--- config.mk ---
export PLATFORM = sky130hd
export DESIGN_NAME = rpn_stack_evaluator
export DESIGN_NICKNAME = d
export VERILOG_FILES = /design/src/design/rpn_pkg.sv /design/src/design/rpn_ctrl.sv /design/src/design/rpn_dp.sv /design/src/design/rpn_stack_evaluator.sv
export SDC_FILE = /design/constraint.sdc
export NUM_CORES = 2
export LEC_CHECK = 0
export BUFFER_PORTS_ARGS = -buffer_cell sky130_fd_sc_hd__buf_2
export CAP_MARGIN = 10
export CORE_MARGIN = 1
export CORE_UTILIZATION = 65
export CTS_BUF_LIST = sky130_fd_sc_hd__clkbuf_4 sky130_fd_sc_hd__clkbuf_8
export DETAILED_ROUTE_END_ITERATION = 6
export PLACE_DENSITY = 0.82
export REMOVE_ABC_BUFFERS = 1
export SYNTH_ARGS = -nofsm -noshare
export SYNTH_HDL_FRONTEND = slang
export SYNTH_HIERARCHICAL = 1
export SYNTH_SLANG_ARGS = --single-unit
--- constraint.sdc ---
create_clock -name clk_i -period 10.7 [get_ports clk_i]
set_clock_uncertainty 0.1 [all_clocks]
set_input_delay 2.14 -clock clk_i [delete_from_list [all_inputs] [get_ports clk_i]]
set_output_delay 2.14 -clock clk_i [all_outputs]
set_load 0.02 [all_outputs]
--- src/design/rpn_pkg.sv ---
// package for the rpn stack evaluator: widths, codes, beat and control types
package rpn_pkg;

  localparam int STACK_DEPTH = 16;
  localparam int PTR_W       = $clog2(STACK_DEPTH + 1);
  localparam int IDX_W       = $clog2(STACK_DEPTH);
  localparam int DATA_W      = 32;
  localparam int DEPTH_W     = 5;
  localparam int OPC_W       = 3;
  localparam int STAT_W      = 2;
  localparam int DIV_CNT_W   = $clog2(DATA_W + 1);

  typedef enum logic [OPC_W-1:0] {
    OP_PUSH = 3'd0,
    OP_ADD  = 3'd1,
    OP_SUB  = 3'd2,
    OP_MUL  = 3'd3,
    OP_DIV  = 3'd4
  } opcode_e;

  typedef enum logic [STAT_W-1:0] {
    ST_OK    = 2'd0,
    ST_UNDER = 2'd1,
    ST_OVER  = 2'd2,
    ST_DIVZ  = 2'd3
  } status_e;

  typedef enum logic [2:0] {
    S_IDLE,
    S_CHECK,
    S_READ,
    S_DIV,
    S_DONE
  } ctrl_state_e;

  typedef struct packed {
    logic [OPC_W-1:0]         opcode;
    logic signed [DATA_W-1:0] operand_value;
    logic                     start_expression;
  } in_t;

  typedef struct packed {
    logic signed [DATA_W-1:0] top_value;
    logic [DEPTH_W-1:0]       stack_depth;
    logic [STAT_W-1:0]        status;
  } out_t;

  typedef struct packed {
    logic    capture;
    logic    read_left;
    logic    alu_load;
    logic    div_start;
    logic    div_step;
    logic    div_finish;
    logic    set_status;
    status_e status;
    logic    commit;
  } ctrl_cmd_t;

  typedef struct packed {
    logic [OPC_W-1:0] opcode;
    logic             full;
    logic             under;
    logic             right_zero;
    logic             div_busy;
    logic             out_free;
  } dp_sts_t;

endpackage

--- src/design/rpn_ctrl.sv ---
// controller state machine for the rpn stack evaluator
module rpn_ctrl (
  input  logic                 clk_i,
  input  logic                 rst_ni,
  input  logic                 in_valid_i,
  output logic                 in_stall_o,
  input  rpn_pkg::dp_sts_t     sts_i,
  output rpn_pkg::ctrl_cmd_t   cmd_o
);

  rpn_pkg::ctrl_state_e state_q, state_d;

  always_ff @(posedge clk_i or negedge rst_ni) begin
    if (!rst_ni) begin
      state_q <= rpn_pkg::S_IDLE;
    end else begin
      state_q <= state_d;
    end
  end

  always_comb begin
    state_d    = state_q;
    cmd_o      = '0;
    cmd_o.status = rpn_pkg::ST_OK;
    in_stall_o = (state_q != rpn_pkg::S_IDLE);
    unique case (state_q)
      rpn_pkg::S_IDLE: begin
        if (in_valid_i) begin
          cmd_o.capture = 1'b1;
          state_d       = rpn_pkg::S_CHECK;
        end
      end
      rpn_pkg::S_CHECK: begin
        cmd_o.set_status = 1'b1;
        state_d          = rpn_pkg::S_DONE;
        unique case (sts_i.opcode) inside
          rpn_pkg::OP_PUSH: begin
            if (sts_i.full) begin
              cmd_o.status = rpn_pkg::ST_OVER;
            end
          end
          rpn_pkg::OP_ADD, rpn_pkg::OP_SUB, rpn_pkg::OP_MUL, rpn_pkg::OP_DIV: begin
            if (sts_i.under) begin
              cmd_o.status = rpn_pkg::ST_UNDER;
            end else if (sts_i.opcode == rpn_pkg::OP_DIV && sts_i.right_zero) begin
              cmd_o.status = rpn_pkg::ST_DIVZ;
            end else begin
              cmd_o.read_left = 1'b1;
              state_d         = rpn_pkg::S_READ;
            end
          end
          default: begin
            // unused opcodes leave the stack alone
          end
        endcase
      end
      rpn_pkg::S_READ: begin
        if (sts_i.opcode == rpn_pkg::OP_DIV) begin
          cmd_o.div_start = 1'b1;
          state_d         = rpn_pkg::S_DIV;
        end else begin
          cmd_o.alu_load = 1'b1;
          state_d        = rpn_pkg::S_DONE;
        end
      end
      rpn_pkg::S_DIV: begin
        if (sts_i.div_busy) begin
          cmd_o.div_step = 1'b1;
        end else begin
          cmd_o.div_finish = 1'b1;
          state_d          = rpn_pkg::S_DONE;
        end
      end
      rpn_pkg::S_DONE: begin
        if (sts_i.out_free) begin
          cmd_o.commit = 1'b1;
          state_d      = rpn_pkg::S_IDLE;
        end
      end
      default: begin
        state_d = rpn_pkg::S_IDLE;
      end
    endcase
  end

endmodule

--- src/design/rpn_dp.sv ---
// datapath for the rpn stack evaluator: stack memory, alu, divider, output register
module rpn_dp (
  input  logic                clk_i,
  input  logic                rst_ni,
  input  rpn_pkg::in_t        in_data_i,
  input  rpn_pkg::ctrl_cmd_t  cmd_i,
  output rpn_pkg::dp_sts_t    sts_o,
  output logic                out_valid_o,
  input  logic                out_stall_i,
  output rpn_pkg::out_t       out_data_o
);

  localparam int DW = rpn_pkg::DATA_W;

  logic [DW-1:0]               mem [rpn_pkg::STACK_DEPTH];

  rpn_pkg::in_t                tok_q;
  logic [rpn_pkg::PTR_W-1:0]   sp_q, esp_q, sp_d;
  logic [DW-1:0]               top_q, top_d;
  logic [DW-1:0]               left_q, res_q, res_d;
  rpn_pkg::status_e            status_q;
  logic                        out_valid_q;
  rpn_pkg::out_t               out_q;

  logic [DW-1:0]               div_quo_q, div_rem_q, div_den_q;
  logic                        div_neg_q;
  logic [rpn_pkg::DIV_CNT_W-1:0] div_cnt_q;
  logic [DW:0]                 div_trial;
  logic [2*DW-1:0]             prod;

  logic [rpn_pkg::IDX_W-1:0]   rd_idx, wr_idx;
  logic                        ok, is_push, is_arith, mem_we;

  assign rd_idx   = rpn_pkg::IDX_W'(esp_q - rpn_pkg::PTR_W'(2));
  assign ok       = (status_q == rpn_pkg::ST_OK);
  assign is_push  = (tok_q.opcode == rpn_pkg::OP_PUSH);
  assign is_arith = (tok_q.opcode == rpn_pkg::OP_ADD) || (tok_q.opcode == rpn_pkg::OP_SUB) ||
                    (tok_q.opcode == rpn_pkg::OP_MUL) || (tok_q.opcode == rpn_pkg::OP_DIV);

  // status toward the controller
  assign sts_o.opcode     = tok_q.opcode;
  assign sts_o.full       = (esp_q == rpn_pkg::PTR_W'(rpn_pkg::STACK_DEPTH));
  assign sts_o.under      = (esp_q < rpn_pkg::PTR_W'(2));
  assign sts_o.right_zero = (top_q == '0);
  assign sts_o.div_busy   = (div_cnt_q != '0);
  assign sts_o.out_free   = !out_valid_q || !out_stall_i;

  // commit values
  always_comb begin
    sp_d   = esp_q;
    top_d  = top_q;
    mem_we = 1'b0;
    wr_idx = rd_idx;
    if (ok && is_push) begin
      sp_d   = esp_q + rpn_pkg::PTR_W'(1);
      top_d  = tok_q.operand_value;
      mem_we = cmd_i.commit;
      wr_idx = rpn_pkg::IDX_W'(esp_q);
    end else if (ok && is_arith) begin
      sp_d   = esp_q - rpn_pkg::PTR_W'(1);
      top_d  = res_q;
      mem_we = cmd_i.commit;
    end
  end

  // alu
  assign prod = left_q * top_q;
  always_comb begin
    res_d = res_q;
    case (tok_q.opcode)
      rpn_pkg::OP_ADD: res_d = left_q + top_q;
      rpn_pkg::OP_SUB: res_d = left_q - top_q;
      rpn_pkg::OP_MUL: res_d = prod[DW-1:0];
      default:         res_d = res_q;
    endcase
  end

  // restoring divider step on magnitudes
  assign div_trial = {div_rem_q, div_quo_q[DW-1]} - {1'b0, div_den_q};

  // stack memory, registered read
  always_ff @(posedge clk_i) begin
    if (cmd_i.read_left) begin
      left_q <= mem[rd_idx];
    end
    if (mem_we) begin
      mem[wr_idx] <= top_d;
    end
  end

  // payload registers
  always_ff @(posedge clk_i) begin
    if (cmd_i.capture) begin
      tok_q <= in_data_i;
    end
    if (cmd_i.set_status) begin
      status_q <= cmd_i.status;
    end
    if (cmd_i.alu_load) begin
      res_q <= res_d;
    end else if (cmd_i.div_finish) begin
      res_q <= div_neg_q ? (DW'(0) - div_quo_q) : div_quo_q;
    end
    if (cmd_i.div_start) begin
      div_neg_q <= left_q[DW-1] ^ top_q[DW-1];
      div_quo_q <= left_q[DW-1] ? (DW'(0) - left_q) : left_q;
      div_den_q <= top_q[DW-1] ? (DW'(0) - top_q) : top_q;
      div_rem_q <= '0;
    end else if (cmd_i.div_step && sts_o.div_busy) begin
      if (!div_trial[DW]) begin
        div_rem_q <= div_trial[DW-1:0];
        div_quo_q <= {div_quo_q[DW-2:0], 1'b1};
      end else begin
        div_rem_q <= {div_rem_q[DW-2:0], div_quo_q[DW-1]};
        div_quo_q <= {div_quo_q[DW-2:0], 1'b0};
      end
    end
    if (cmd_i.commit) begin
      top_q             <= top_d;
      out_q.top_value   <= (sp_d != '0) ? top_d : '0;
      out_q.stack_depth <= rpn_pkg::DEPTH_W'(sp_d);
      out_q.status      <= status_q;
    end
  end

  // control registers
  always_ff @(posedge clk_i or negedge rst_ni) begin
    if (!rst_ni) begin
      sp_q        <= '0;
      esp_q       <= '0;
      div_cnt_q   <= '0;
      out_valid_q <= 1'b0;
    end else begin
      if (cmd_i.capture) begin
        esp_q <= in_data_i.start_expression ? '0 : sp_q;
      end
      if (cmd_i.div_start) begin
        div_cnt_q <= rpn_pkg::DIV_CNT_W'(DW);
      end else if (cmd_i.div_step && sts_o.div_busy) begin
        div_cnt_q <= div_cnt_q - rpn_pkg::DIV_CNT_W'(1);
      end
      if (cmd_i.commit) begin
        sp_q        <= sp_d;
        out_valid_q <= 1'b1;
      end else if (!out_stall_i) begin
        out_valid_q <= 1'b0;
      end
    end
  end

  assign out_valid_o = out_valid_q;
  assign out_data_o  = out_q;

endmodule

--- src/design/rpn_stack_evaluator.sv ---
// top level of the rpn stack evaluator: controller plus datapath
// usage:
//   input channel carries one token per beat (opcode, operand_value,
//   start_expression); it is taken when in_valid_i is high and in_stall_o low
//   output channel returns one beat per token: top of stack (zero if empty),
//   depth and status (ok, underflow, overflow, divide by zero)
//   one token is worked on at a time; in_stall_o stays high until its result
//   has been written to the output register
// steps from accept to result valid:
//   push, unused opcode or any error: check, then commit
//   add, subtract, multiply: check, left operand read from stack memory, alu, commit
//   divide: check, operand read, 32 steps of the radix-2 restoring divider, commit
// tokens are not overlapped: each is committed before the next is accepted
// the top entry lives in a register, so operators need only one memory read
// reset: stack pointer cleared (stack empty), output invalid, controller idle;
//   the stack memory is not cleared and needs no clearing pass
// receiver stall: the result waits in the output register; the next token is
//   still accepted and worked on, and its commit waits for the register to free
module rpn_stack_evaluator (
  input  logic           clk_i,
  input  logic           rst_ni,
  input  logic           in_valid_i,
  output logic           in_stall_o,
  input  rpn_pkg::in_t   in_data_i,
  output logic           out_valid_o,
  input  logic           out_stall_i,
  output rpn_pkg::out_t  out_data_o
);

  // command and status between controller and datapath
  rpn_pkg::ctrl_cmd_t cmd;
  rpn_pkg::dp_sts_t   sts;

  // sequencer: check, operand read, alu or divider loop, commit
  rpn_ctrl u_ctrl (
    .clk_i      (clk_i),
    .rst_ni     (rst_ni),
    .in_valid_i (in_valid_i),
    .in_stall_o (in_stall_o),
    .sts_i      (sts),
    .cmd_o      (cmd)
  );

  // stack memory, top register, alu, divider and output register
  rpn_dp u_dp (
    .clk_i       (clk_i),
    .rst_ni      (rst_ni),
    .in_data_i   (in_data_i),
    .cmd_i       (cmd),
    .sts_o       (sts),
    .out_valid_o (out_valid_o),
    .out_stall_i (out_stall_i),
    .out_data_o  (out_data_o)
  );

endmodule
# Word-level counts from Yosys, hierarchy flattened

Memories as Yosys holds them, arrays and structs flattened. A register that Yosys moved wholly into a read port is not among the register bits.
Cells that the tools add are included.

Input bits: 40
Memories kept: 1
Output and inout bits: 41
Word-level logic and storage cells: 119
Bits in writable memories: 512
Register bits: 257

Eq/ne operators: 14
Multiply operators: 1
Reductions and logical operators: 22
Order comparisons: 1
Bitwise operators: 1
Mux-type cells: 51
Add/subtract/negate cells: 10

Memory list:

| name     | depth | bits a word | read ports | clocked after memory_dff | write ports | line         | text |
|---|---|---|---|---|---|---|---|
| u_dp.mem | 16    | 32          | 1          | 1                        | 1           | rpn_dp.sv:15 | `logic [DW-1:0] mem [rpn_pkg::STACK_DEPTH];` |

Operators by type and width:

| operator                | number |
|---|---|
| $mux W32                | 9 |
| $pmux W32 S3            | 1 |
| $sub A1 B32 Y32 const A | 3 |
| $sub A33 B32 Y33        | 1 |
| $add A32 B32 Y32        | 1 |
| $logic_not A32 Y1       | 1 |
| $mul A32 B32 Y32        | 1 |
| $sub A32 B32 Y32        | 1 |
| $mux W31                | 1 |
| $mux W3                 | 8 |
| $mux W1                 | 19 |
| $mux W5                 | 3 |
| $pmux W3 S5             | 1 |
| $eq A3 B2 Y1 const B    | 4 |
| $mux W6                 | 2 |
| $mux W2                 | 5 |
| $eq A3 B1 Y1 const B    | 2 |
| $eq A3 B3 Y1 const B    | 2 |
| $logic_not A3 Y1        | 2 |
| $ne A2 B2 Y1 const B    | 3 |
| $reduce_bool A6 Y1      | 1 |
| $sub A6 B1 Y6 const B   | 1 |
| $add A5 B1 Y5 const B   | 1 |
| $eq A5 B5 Y1 const B    | 1 |
| 18 further kinds        | 26 |

# Depth between registers and ports, before layout

Depth in word-level cells: 9
Gate-level depth with buffers: 28
Mapped depth without buffers: 26

# Modules after synthesis

The synthesis kept the hierarchy.

By module, submodules not included:

| module   | sequential area each (um^2) | area an instance (um^2) | cells an instance | instances |
|---|---|---|---|---|
| rpn_dp   | 23557.6                     | 51448.1                 | 4087              | 1 |
| rpn_ctrl | 75.1                        | 367.9                   | 44                | 1 |

# Least setup slack after synthesis

Ideal clock, no wire load.

Path kind: flip-flop to flip-flop
Start: reg u_dp.top_q[4]
End: reg u_dp.res_q[27], data pin
Data required time: 10.339 ns
Slack: 3.511 ns
Period minus slack after synthesis: 7.189 ns
Path buffers: 3
Setup time: 0.261 ns
Stages on the path, launching flop included: 28
Arrival time: 6.827 ns
Path through: edfxtp_1 > clkbuf_1 > clkbuf_1 > clkbuf_1 > and2_1 > fa_1 > inv_1 > fa_1 > fa_1 > fa_1 > inv_1 > fa_1 > inv_1 > fa_1 > inv_1 > fa_1 > fa_1 > ha_1 > a21oi_1 > o211ai_1 > a211oi_1 > o21ai_0 > o221ai_1 > nand2b_1 > a21oi_1 > xor2_1 > o22a_1 > o31ai_1

Word-level cells in the longest chain between the ends: 3
Elaborated cells between the ends (all ways): 5
Those cells by class: add/sub: 2; mul: 1; mux: 2

Ends and longest elaborated chain:

| element                                  | line          | text |
|---|---|---|
| start: declaration                       | rpn_dp.sv:19  | `logic [DW-1:0] top_q, top_d;` |
| start signal: assignment                 | rpn_dp.sv:119 | `top_q <= top_d;` |
| $mul A32 B32 Y32 (tied with other cells) | rpn_dp.sv:67  | `assign prod = left_q * top_q;` |
| $pmux W32 S3 *                           | rpn_dp.sv:70  | `case (tok_q.opcode)` |
| $mux W32 *                               | rpn_dp.sv:99  | `if (cmd_i.alu_load) begin` |
| end signal: assignment                   | rpn_dp.sv:100 | `res_q <= res_d;` |
| end signal: assignment                   | rpn_dp.sv:102 | `res_q <= div_neg_q ? (DW'(0) - div_quo_q) : div_quo_q;` |
| end: declaration                         | rpn_dp.sv:20  | `logic [DW-1:0] left_q, res_q, res_d;` |

Mark *: on every way between the ends. The rest lies on a longest branch, timed or not.
A chain may end at the register's enable or synchronous reset.

# Worst setup path after layout

Start: reg u_dp.top_q[9]
End: reg u_dp.res_q[30], data pin

The elaborated chain is that of the path after synthesis.

==> results.sh <==
export IMPL_status="finished, violations left"
export IMPL_violations="design-rule violations, max-slew violations"
export IMPL_port_buffers=80
export IMPL_place_inst=5104
export IMPL_synthAdderAreaFrac=0.2062
export IMPL_ys_ff_latch=801
export IMPL_cp_end_kind="flop"
export IMPL_fmax_mhz=124.6
export IMPL_cts_tree="built"
export IMPL_postCtsHoldBufs=0
export IMPL_top_layer="met5"
export IMPL_die_area_sq_mm=0.08085
export IMPL_grtUsageTotal=0.3471
export IMPL_rsz0062_at_grt="false"
export IMPL_path_max_fanout=15
export IMPL_clockRootBuffer="clkbuf_8"
export IMPL_io_pins=81
export IMPL_grt_pass1_wl_mm=208.0
export IMPL_synthSimpleGateAreaFrac=0.1027
export IMPL_clk_latency_ns=0.77
export IMPL_cp_arrival_ns=8.40
export IMPL_maxSlewHeadroom=-0.09157
export IMPL_drive_above_1_share=0.1337
export IMPL_vias_per_cell=6.342
export IMPL_slew_viol_final=2
export IMPL_via_count=33770
export IMPL_wl_mm=137.0
export IMPL_overflow=0
export IMPL_worstSetupStartpointType="flop"
export IMPL_finalCriticalPeriod_ns=8.028
export IMPL_hpwl_mm=92.99
export IMPL_synthXorXnorAreaFrac=0.04327
export IMPL_cap_violations=0
export IMPL_wl_per_cell_um=25.74
export IMPL_clk_path_buf_depth=3
export IMPL_worst_slew_pin_slew_ns=1.637
export IMPL_drt_iter0_markers=3788
export IMPL_cts_repair_resized=0
export IMPL_wl_met3_mm=16.27
export IMPL_wl_met1_mm=48.21
export IMPL_setup_ws_ns=2.672
export IMPL_row_count=103
export IMPL_largest_register_ffs=512
export IMPL_hp_class="reg2reg"
export IMPL_netlist_area_sq_mm=0.05182
export IMPL_antenna_found_initial=4
export IMPL_nNetsFinal=4824
export IMPL_first_pass_iters=7
export IMPL_post_cts_buffers=0
export IMPL_stdcell_count=5324
export IMPL_syn_area_per_cell_sq_um=12.54
export IMPL_met2_length_mm=64.42
export IMPL_synth_edf_count=749
export IMPL_die_w_um=284.3
export IMPL_timing_setup_tns_ns=0
export IMPL_pre_cts_slack_ns=2.757
export IMPL_die_y_um=284.3
export IMPL_finalCritPeriodShare=0.7503
export IMPL_clk_pin_slew_worst_paths_ns=0.07
export IMPL_clock_sinks=801
export IMPL_ys_warn_count=6
export IMPL_syn_to_final_growth_pct=7.807
export IMPL_final_antenna_net_count=0
export IMPL_yosysUniqueCellTypes=75
export IMPL_synth_area_mux_share=0.07664
export IMPL_htree_levels=3
export IMPL_core_area_sq_mm=0.07887
export IMPL_hold_violations=0
export IMPL_regMostFlops="u_dp/mem"
export IMPL_synth_top_family_by_area="adder cells"
export IMPL_grt_pass1_vias=34880
export IMPL_numCtsBuffers=120
export IMPL_start_util=0.6570
export IMPL_syn_inst=4131
export IMPL_cp_data_required_time_ns=11.08
export IMPL_postSynth_asyncResetShare=0.02497
export IMPL_grt_max_degree=101
export IMPL_drc=2
export IMPL_place_gp_congestion=1.022
export IMPL_setup_viol=0
export IMPL_whs_ns=0.3709
export IMPL_path_class="reg2reg"
export IMPL_synth_compound_area_frac=0.06351
export IMPL_yosysSeqAreaShare=0.4561
export IMPL_synth_flop_cell="edfxtp_1"
==> metal layers <==
layer  track usage  vias up
met5             0        -
met4        0.1827        6
met3       0.07897      491
met2        0.5501     2085
met1        0.4512    16780
li1              -    14400
==> metrics by stage <==
step / area (sq um) / util
after global placement: 53400 / 0.6771
after detailed placement: 53400 / 0.6771
after global routing: 55860 / 0.7082
final: 55860 / 0.7083
after floorplan: 50920 / -
after CTS: 55860 / 0.7082
==> cells in the final DEF (no fill, tap or decap), types with 111 or more instances in the layout <==
cell type,netlist,final
fa_1,410,410
a21oi_1,122,122
inv_1,474,474
xor2_1,112,111
nand2_1,361,361
and2_1,315,314
nor2_1,196,178
clkbuf_8,0,124
ha_1,198,197
edfxtp_1,749,749
xnor2_1,144,143
mux4_2,160,160
==> logic make-up after synthesis <==
| logic type | after synthesis |
|---|---|
| XOR/XNOR | 256 |
| multiplexers | 196 |
| AND/OR/NAND/NOR | 1070 |
| AO/OA/AOI/OAI | 494 |
| flip-flops | 801 |
| buffers and inverters | 706 |
| adder cells (fa/ha/maj) | 608 |
==> path summary, 6_finish.rpt <==
path | depth (start not counted) | endpoint | start | slack [ns]
worst max-delay path | 23 | u_dp/res_q[30] | u_dp/top_q[9] | 2.67
worst min-delay path | 0 | u_dp/out_data_o[0] | u_dp/status_q[0] | 0.37
worst max register to register | 23 | u_dp/res_q[30] | u_dp/top_q[9] | 2.67
worst min register to register | 0 | u_dp/out_data_o[0] | u_dp/status_q[0] | 0.37
max in group asynchronous | 1 | u_dp/div_cnt_q[4] | rst_ni | 8.88
min in group asynchronous | 1 | u_dp/esp_q[2] | rst_ni | 1.23
==> final cells by class <==
type | count | area [sq um]
clock buffers | 173 | 2074
diodes | 2 | 5.005
fillers | 5313 | 23010
multi-input cells | 2624 | 25690
inverters | 474 | 1779
clock inverters | 45 | 377.9
flip-flops and latches | 801 | 23640
repair buffers | 155 | 975.9
well taps | 1050 | 1314
==> worst max-delay path, stage by stage, from the launching register on <==
cell	delay [ns]
edfxtp_1	0.94
buf_4	0.37
nand2_1	0.11
fa_1	0.42
inv_1	0.08
fa_1	0.44
fa_1	0.53
inv_1	0.05
fa_1	0.47
inv_1	0.05
fa_1	0.48
fa_1	0.58
fa_1	0.43
fa_1	0.45
ha_1	0.35
a21o_1	0.20
a21oi_1	0.14
o21ai_0	0.15
nand3_1	0.11
o311ai_0	0.27
o41ai_1	0.48
o21ai_0	0.20
xnor2_1	0.23
a31oi_1	0.13
==> synthesized netlist by cell type, types with 5 or more instances <==
cell | number | area share
a31o_2 | 5 | 0.00085
or4_1 | 11 | 0.0016
nor4_1 | 8 | 0.00097
mux2i_1 | 30 | 0.0058
a31oi_1 | 13 | 0.0016
o22ai_1 | 8 | 0.00097
clkbuf_1 | 198 | 0.014
a211oi_1 | 38 | 0.0055
nor3_1 | 33 | 0.0032
and3_1 | 14 | 0.0017
fa_1 | 410 | 0.16
nor2b_1 | 21 | 0.0025
nand4_1 | 6 | 0.00072
a21o_1 | 37 | 0.0054
and2_1 | 315 | 0.038
o21a_1 | 18 | 0.0026
inv_1 | 474 | 0.034
edfxtp_1 | 749 | 0.43
dfxtp_1 | 32 | 0.012
nor2_1 | 196 | 0.014
buf_1 | 26 | 0.0019
a41oi_1 | 5 | 0.00085
a21oi_1 | 122 | 0.012
ha_1 | 198 | 0.048
o21bai_1 | 14 | 0.0020
a222oi_1 | 32 | 0.0062
nand3b_1 | 8 | 0.0012
mux2_2 | 6 | 0.0013
nand2_1 | 361 | 0.026
or3_1 | 34 | 0.0041
xnor2_1 | 144 | 0.024
or2_2 | 5 | 0.00060
mux4_2 | 160 | 0.070
o211ai_1 | 21 | 0.0030
nand3_1 | 21 | 0.0020
o31ai_1 | 23 | 0.0033
nand2b_1 | 21 | 0.0025
o41ai_1 | 13 | 0.0022
o21ai_0 | 110 | 0.011
dfrtp_1 | 20 | 0.0097
xor2_1 | 112 | 0.019
Power is left out: the tool's default activity adds up to more than one toggle a clock period on the data nets, which glitch-free logic cannot reach.
